===== src/rtl/gsr_pkg.sv =====
package gsr_pkg;

	// Default sizing of the pool.
	localparam int SLOT_COUNT_DEF = 16;
	localparam int SLOT_BYTES_DEF = 256;
	localparam int MAX_READ_DEF   = 64;

	localparam logic [15:0] NO_HANDLE = 16'hFFFF;
	localparam logic [7:0]  GEN_SKIP  = 8'hFF;

	// Request opcodes.
	typedef enum logic [2:0] {
		CMD_BEGIN  = 3'd0,
		CMD_WRITE  = 3'd1,
		CMD_COMMIT = 3'd2,
		CMD_ABORT  = 3'd3,
		CMD_READ   = 3'd4,
		CMD_SIZE   = 3'd5,
		CMD_DELETE = 3'd6,
		CMD_CLEAR  = 3'd7
	} cmd_t;

	// Result status codes.
	localparam logic [2:0] STS_OK          = 3'd0;
	localparam logic [2:0] STS_BAD_HANDLE  = 3'd1;
	localparam logic [2:0] STS_WRONG_STATE = 3'd2;
	localparam logic [2:0] STS_FULL        = 3'd3;
	localparam logic [2:0] STS_EMPTY       = 3'd4;

	typedef enum logic [2:0] {
		S_IDLE,
		S_DECODE,
		S_SCAN,
		S_CHECK,
		S_RESP,
		S_READ
	} fsm_t;

	// Commands from the controller to the datapath.
	typedef struct packed {
		logic accept;
		logic decode;
		logic scan_step;
		logic take;
		logic fail;
		logic exec;
		logic load_resp;
		logic read_step;
	} ctl_t;

	// Status from the datapath to the controller.
	typedef struct packed {
		logic is_begin;
		logic need_check;
		logic scan_free;
		logic scan_end;
		logic burst_go;
		logic burst_last;
		logic can_load;
	} sts_t;

endpackage


===== src/rtl/gsr_ctrl.sv =====
module gsr_ctrl (
	input  logic          clk,
	input  logic          arst_n,
	input  logic          in_valid,
	output logic          in_stall,
	input  gsr_pkg::sts_t sts,
	output gsr_pkg::ctl_t ctl
);
	import gsr_pkg::*;

	fsm_t state_q, state_d;

	always_ff @(posedge clk or negedge arst_n) begin
		if (!arst_n) begin
			state_q <= S_IDLE;
		end else begin
			state_q <= state_d;
		end
	end

	always_comb begin
		state_d = state_q;
		case (state_q)
			S_IDLE: begin
				if (in_valid) state_d = S_DECODE;
			end
			S_DECODE: begin
				if (sts.is_begin) state_d = S_SCAN;
				else if (sts.need_check) state_d = S_CHECK;
				else state_d = S_RESP;
			end
			S_SCAN: begin
				if (sts.scan_free || sts.scan_end) state_d = S_RESP;
			end
			S_CHECK: begin
				state_d = sts.burst_go ? S_READ : S_RESP;
			end
			S_RESP: begin
				if (sts.can_load) state_d = S_IDLE;
			end
			S_READ: begin
				if (sts.can_load && sts.burst_last) state_d = S_IDLE;
			end
			default: begin
				state_d = S_IDLE;
			end
		endcase
	end

	always_comb begin
		ctl      = '0;
		in_stall = (state_q != S_IDLE);
		case (state_q)
			S_IDLE:   ctl.accept = in_valid;
			S_DECODE: ctl.decode = 1'b1;
			S_SCAN: begin
				ctl.take      = sts.scan_free;
				ctl.fail      = !sts.scan_free && sts.scan_end;
				ctl.scan_step = !sts.scan_free && !sts.scan_end;
			end
			S_CHECK:  ctl.exec = 1'b1;
			S_RESP:   ctl.load_resp = sts.can_load;
			S_READ:   ctl.read_step = sts.can_load;
			default:  ctl = '0;
		endcase
	end

endmodule


===== config.mk =====
export PLATFORM = sky130hd
export DESIGN_NAME = gsr_ctrl
export DESIGN_NICKNAME = d
export VERILOG_FILES = /design/src/rtl/gsr_pkg.sv /design/src/rtl/gsr_ctrl.sv
export SDC_FILE = /design/constraint.sdc
export NUM_CORES = 1
export LEC_CHECK = 0
export BUFFER_PORTS_ARGS = -buffer_cell sky130_fd_sc_hd__buf_2
export CAP_MARGIN = 30
export CORE_AREA = 3 3 40 42
export CTS_CLUSTER_DIAMETER = 150
export DETAILED_ROUTE_END_ITERATION = 10
export DIE_AREA = 0 0 43 45
export PLACE_DENSITY_LB_ADDON = 0.08
export SYNTH_ARGS = -nofsm -noshare
export SYNTH_HDL_FRONTEND = slang
export SYNTH_SLANG_ARGS = --single-unit

===== constraint.sdc =====
create_clock -name clk -period 1.1 [get_ports clk]
set_clock_uncertainty 0.1 [all_clocks]
set_input_delay 0.11 -clock clk [delete_from_list [all_inputs] [get_ports clk]]
set_output_delay 0.11 -clock clk [all_outputs]
set_load 0.05 [all_outputs]

==> results of run 1 <==
-- power by group through the flow --
stage	Clock (mW)	Combinational [mW]	Sequential [mW]
after floorplan	0	0.820	0.232
after global placement	0	1.22	0.225
after detailed placement	0	1.24	0.224
after CTS	0.205	1.68	0.220
after global routing	0.214	1.82	0.231
final	0.195	1.73	0.223
-- layout by cell type (no fill, tap or decap), drive strengths merged --
cell type    netlist  layout
a21oi              3       3
clkbuf             0       4
nor4               2       2
nor3               2       2
nor2b              1       1
dfrtp              3       3
or3                2       2
nor3b              1       1
nand2b             4       4
buf                1      30
or2b               1       1
a22o               1       1
inv                2       2
nor4b              1       1
nor2               6       6
nand2              3       3
dlygate4sd3        0       1
o21ai              2       2
-- through the flow --
step / hold WS, ns / util / std cells
global route: 0.129 / 0.551 / 84
finish: 0.105 / 0.551 / 84
detailed placement: -0.192 / 0.390 / 76
floorplan: -0.286 / - / 35
CTS: 0.100 / 0.537 / 84
global placement: -0.192 / 0.390 / 76
-- final cells by class --
| cell class | instances | area, µm² |
|---|---|---|
| Fill cell | 124 | 577 |
| Multi-Input combinational cell | 29 | 307 |
| Timing Repair Buffer | 31 | 274 |
| Sequential cell | 3 | 75.1 |
| Clock buffer | 4 | 26.3 |
| Tap cell | 15 | 18.8 |
| Inverter | 2 | 7.51 |
-- cells by family after synthesis --
| group | synth area share |
|---|---|
| and+or+nand+nor | 0.512 |
| AOI/OAI and AO/OA | 0.129 |
| DFF | 0.287 |
| buffers and inverters | 0.0718 |
-- worst min path at each step --
stage,endpoint,slack [ns],cells after the start
after CTS,state_q[2]$_DFFE_PN0P_,0.10,2
after global placement,state_q[1]$_DFFE_PN0P_,-0.19,1
after floorplan,state_q[0]$_DFFE_PN0P_,-0.29,0
after global routing,state_q[0]$_DFFE_PN0P_,0.13,2
final,state_q[2]$_DFFE_PN0P_,0.11,2
after detailed placement,state_q[2]$_DFFE_PN0P_,-0.19,1
-- cell usage after synthesis --
| cell type | n | area (µm²) |
|---|---|---|
| nor2_1 | 6 | 22.5 |
| o21ai_0 | 2 | 10.0 |
| a21oi_1 | 3 | 15.0 |
| nor3b_1 | 1 | 7.51 |
| nor4_1 | 2 | 12.5 |
| nand2_1 | 3 | 11.3 |
| nor2b_1 | 1 | 6.26 |
| nand2b_1 | 4 | 25.0 |
| dfrtp_1 | 3 | 75.1 |
| buf_6 | 1 | 11.3 |
| or2b_4 | 1 | 11.3 |
| or3_1 | 2 | 12.5 |
| inv_1 | 2 | 7.51 |
| nor3_1 | 2 | 10.0 |
| nor4b_2 | 1 | 15.0 |
| a22o_1 | 1 | 8.76 |
-- per-layer routing --
metal	part of all wire	vias up
li1	-	192
met1	0.38	165
met2	0.52	12
met3	0.054	4
met4	0.043	0
met5	0	-
-- timing repair --
| item | CTS | global route |
|---|---|---|
| gates resized for setup | 36 | 6 |
| setup buffers | 3 | 1 |
| hold buffers | 1 | 0 |
| gates cloned | 0 | 0 |
| setup endpoints to repair | 12 | 12 |
| endpoints found under the hold margin | 3 | 0 |
| pin swaps | 5 | 3 |
==> results.sh, run 1 <==
export IMPL_rsz0062_at_grt="true"
export IMPL_hold_viol=0
export IMPL_top_usage_layer="met2"
export IMPL_synth_cell_type_count=16
export IMPL_p_total_mw=2.15
export IMPL_fp_row_count=13
export IMPL_r2r_start="state_q[1]$_DFFE_PN0P_"
export IMPL_reg2reg_slack_ns=-0.33
export IMPL_synth_net_count=45
export IMPL_power_switching_mw=1.04
export IMPL_finalSetupViolations=12
export IMPL_ant_nets=0
export IMPL_wirelength_um=930
export IMPL_reg_top3="state_q (3)"
export IMPL_root_buffer="clkbuf_4"
export IMPL_grt_pass1_wl_um=1570
export IMPL_die_x_um=43
export IMPL_timing_setup_tns_ns=-4.00
export IMPL_dieArea_um2=1940
export IMPL_yosys_warnings=0
export IMPL_crit_type="flip-flop to primary output"
export IMPL_die_h_um=45
export IMPL_hold_path_class="input pin to asynchronous set/reset pin"
export IMPL_fin_crit_sh=1.44
export IMPL_globalRouteMet2Util=0.183
export IMPL_fin_crit_ns=1.58
export IMPL_grt_use_met1=0.127
export IMPL_stdcell_area_um2=708
export IMPL_fmax_mhz=633
export IMPL_overflow=0
export IMPL_antenna_found_initial=0
export IMPL_cts_buffer_depth=2
export IMPL_status="finished, violations left"
export IMPL_grt_usage=0.115
export IMPL_dpl_hpwl_um=716
export IMPL_cp_slowest_cell="dfrtp_1"
export IMPL_cts_tree="built"
export IMPL_crit_required_ns=0.89
export IMPL_drc=0
export IMPL_setup_slack_ns=-0.480
export IMPL_cts_clk_slew_worst_paths_ns=0.04
export IMPL_ir_worst_vdd_mv=1.35
export IMPL_worstSetupPathDepth=3
export IMPL_ys_seq_area_frac=0.287
export IMPL_insertion_delay_ns=0.23
export IMPL_sw_frac_of_total=0.483
export IMPL_r2r_cells=4
export IMPL_io_pin_count=19
export IMPL_r2r_end="state_q[2]$_DFFE_PN0P_"
export IMPL_critPathMaxStageDelay_ns=0.40
export IMPL_critPathArrivalTime_ns=1.37
export IMPL_post_place_ws_ns=-0.330
export IMPL_placed_area_um2=502
export IMPL_grt_max_degree=8
export IMPL_p_seq_frac=0.104
export IMPL_tightest_slew_ns=0.209
export IMPL_failed_checks="negative setup slack"
export IMPL_n_antenna_cell=0
export IMPL_drtIter0Drc=3
export IMPL_relSlewSlack=0.859
export IMPL_core_um2=1280
export IMPL_maxSlewViolCount=0
export IMPL_critical_path_top_delay_family="simple AND/OR/NAND/NOR gates"
export IMPL_synth_seq_cells=3
export IMPL_wl_per_cell_um=11.1
export IMPL_h_tree_depth=1
export IMPL_start_kind="flip-flop"
export IMPL_power_density_nw_per_um2=3030
export IMPL_internal_power_mw=1.11
export IMPL_clockPowerShare=0.091
export IMPL_combinationalPowerShare=0.805
export IMPL_endpoint_kind="primary output"
export IMPL_vias_per_cell=4.44
export IMPL_regMostFlops="state_q"
export IMPL_avgSynthCellArea_um2=7.47
export IMPL_critical_path_startpoint="state_q[2]$_DFFE_PN0P_"
export IMPL_cap_viol_max_count=0
export IMPL_syn_inst=35
export IMPL_path_cells="or2b_4, nor4b_4, buf_6"
export IMPL_netlist_area_um2=262
export IMPL_p_leak_nw=0.323
export IMPL_first_global_vias=381
export IMPL_numCtsBuffers=3
export IMPL_drive_above_1_share=0.768
export IMPL_initial_core_util=0.204
export IMPL_io_buffers=18
export IMPL_num_vias=373
export IMPL_crit_end="ctl[3]"
export IMPL_largest_register_ff_count=3
export IMPL_cp_num_buf_inv=1
export IMPL_met3_usage=0.0239
export IMPL_syn_to_final_growth_pct=171
export IMPL_clock_sinks=3
export IMPL_gp_congestion=0.729
export IMPL_critPathMaxFanout=4
export IMPL_layout_nets=80
export IMPL_drtPass1Iterations=3
Note: power is estimated with default switching activity, not from simulation.
==> inputs of run 2 (changes only) <==
--- a/config.mk
+++ b/config.mk
@@ -12,6 +12,7 @@
 export DETAILED_ROUTE_END_ITERATION = 10
 export DIE_AREA = 0 0 43 45
 export PLACE_DENSITY_LB_ADDON = 0.08
+export RECOVER_POWER = 50
 export SYNTH_ARGS = -nofsm -noshare
 export SYNTH_HDL_FRONTEND = slang
 export SYNTH_SLANG_ARGS = --single-unit
==> constraint.sdc (replaced) <==
create_clock -name clk -period 1.1 [get_ports clk]
set_clock_uncertainty 0.1 [all_clocks]
set_input_delay 0.11 -clock clk [delete_from_list [all_inputs] [get_ports clk]]
set_output_delay 0.11 -clock clk [all_outputs]
set_load 0.02 [all_outputs]
==> results.sh, run 2 (synthesis gave the netlist of run 1 again) <==
export IMPL_hold_path_class="input pin to flip-flop"
export IMPL_initial_core_util=0.204
export IMPL_cap_viol_max_count=0
export IMPL_crit_required_ns=0.89
export IMPL_dpl_hpwl_um=670
export IMPL_clock_sinks=3
export IMPL_path_cells="or2b_4, nor4b_4, buf_4"
export IMPL_insertion_delay_ns=0.24
export IMPL_grt_usage=0.127
export IMPL_setup_slack_ns=-0.449
export IMPL_ant_nets=0
export IMPL_mostFrequentLayoutCells="15 x buf_6, 11 x buf_4, 8 x buf_2"
export IMPL_die_h_um=45
export IMPL_min_from="sts[2]"
export IMPL_fmax_mhz=646
export IMPL_worst_hold_slack_ns=0.104
export IMPL_regMostFlops="state_q"
export IMPL_critPathArrivalTime_ns=1.34
export IMPL_grt_max_degree=7
export IMPL_cp_num_buf_inv=1
export IMPL_ir_worst_vdd_mv=1.43
export IMPL_io_pin_count=19
export IMPL_n_fill_cell=126
export IMPL_layout_nets=85
export IMPL_tightest_slew_ns=0.270
export IMPL_drive_above_1_share=0.797
export IMPL_maxSlewViolCount=0
export IMPL_critical_path_startpoint="state_q[1]$_DFFE_PN0P_"
export IMPL_r2r_start="state_q[0]$_DFFE_PN0P_"
export IMPL_syn_to_final_growth_pct=176
export IMPL_wirelength_um=1060
export IMPL_cp_slowest_cell="dfrtp_1"
export IMPL_first_global_vias=404
export IMPL_failed_checks="negative setup slack"
export IMPL_post_place_ws_ns=-0.217
export IMPL_p_leak_nw=0.332
export IMPL_rsz0062_at_grt="true"
export IMPL_dieArea_um2=1940
export IMPL_drtIter0Drc=2
export IMPL_num_vias=401
export IMPL_fin_crit_sh=1.41
export IMPL_endpoint_kind="primary output"
export IMPL_core_um2=1280
export IMPL_power_density_nw_per_um2=2780
export IMPL_grt_pass1_wl_um=1680
export IMPL_wl_per_cell_um=11.9
export IMPL_status="finished, violations left"
export IMPL_largest_register_ff_count=3
export IMPL_crit_type="flip-flop to primary output"
export IMPL_fin_crit_ns=1.55
export IMPL_overflow=0
export IMPL_finalSetupViolations=12
export IMPL_cts_tree="built"
export IMPL_reg2reg_slack_ns=-0.24
export IMPL_die_x_um=43
export IMPL_drc=0
export IMPL_final_common_cell="buf_6"
export IMPL_critPathMaxStageDelay_ns=0.39
export IMPL_start_kind="flip-flop"
export IMPL_root_buffer="clkbuf_4"
export IMPL_final_core_util=0.562
export IMPL_numCtsBuffers=3
export IMPL_vias_per_cell=4.51
export IMPL_antenna_found_initial=0
export IMPL_drtPass1Iterations=2
export IMPL_hold_viol=0
export IMPL_critPathMaxFanout=5
export IMPL_n_antenna_cell=0
export IMPL_reg_top3="state_q (3)"
export IMPL_io_buffers=18
export IMPL_timing_setup_tns_ns=-3.96
export IMPL_critical_path_top_delay_family="simple AND/OR/NAND/NOR gates"
export IMPL_gp_congestion=0.698
export IMPL_fp_row_count=13
export IMPL_p_total_mw=2.01
export IMPL_cts_buffer_depth=2
export IMPL_relSlewSlack=0.818
export IMPL_h_tree_depth=1
export IMPL_cts_clk_slew_worst_paths_ns=0.04
[run 2: power by group]
part           total, mW  switching, mW  internal (mW)  leakage [nW]
clock              0.207         0.0706          0.137        0.0150
combinational       1.56          0.691          0.865         0.280
sequential         0.243         0.0747          0.168        0.0370
total               2.01          0.836           1.17         0.332
[run 2: final cells by class]
cell class / instances / area [µm²] / area share
well taps: 15 / 18.8 / 0.0260
inverters: 2 / 7.51 / 0.0104
repair buffers: 36 / 305 / 0.423
flip-flops and latches: 3 / 76.3 / 0.106
multi-input cells: 29 / 288 / 0.399
clock buffers: 4 / 26.3 / 0.0364
[run 2: path summary, 6_finish.rpt]
path	to	cells after the start
max in group asynchronous	state_q[0]$_DFFE_PN0P_	2
worst max-delay path	ctl[3]	3
worst min-delay path	state_q[0]$_DFFE_PN0P_	4
worst max register to register	state_q[2]$_DFFE_PN0P_	4
min in group asynchronous	state_q[1]$_DFFE_PN0P_	2
worst min register to register	state_q[1]$_DFFE_PN0P_	3
[run 2: per-layer routing]
| layer | track usage | routed length [µm] |
|---|---|---|
| met2 | 0.207 | 555 |
| met3 | 0.0478 | 79 |
| met5 | 0 | 0 |
| met1 | 0.128 | 398 |
| met4 | 0.108 | 27 |
[run 2: worst register-to-register path, delay by kind of cell, from the launching register on]
kind	cells	cell delay [ns]
flip-flops	1	0.44
AND/OR/NAND/NOR	3	0.55
buffers and inverters	1	0.13
[run 2: metrics by stage]
stage / instance area (µm²) / std cells
global route: 722 / 89
finish: 722 / 89
CTS: 621 / 84
global placement: 467 / 77
detailed placement: 467 / 77
floorplan: 294 / 35
[run 2: what timing repair did]
action                                 in CTS  in global routing
setup buffers                               3                  6
pin swaps                                   8                  7
cloned                                      0                  0
endpoints found under the hold margin       3                  0
hold buffers                                1                  0
setup endpoints to repair                  12                 12
resized for setup                          31                 19
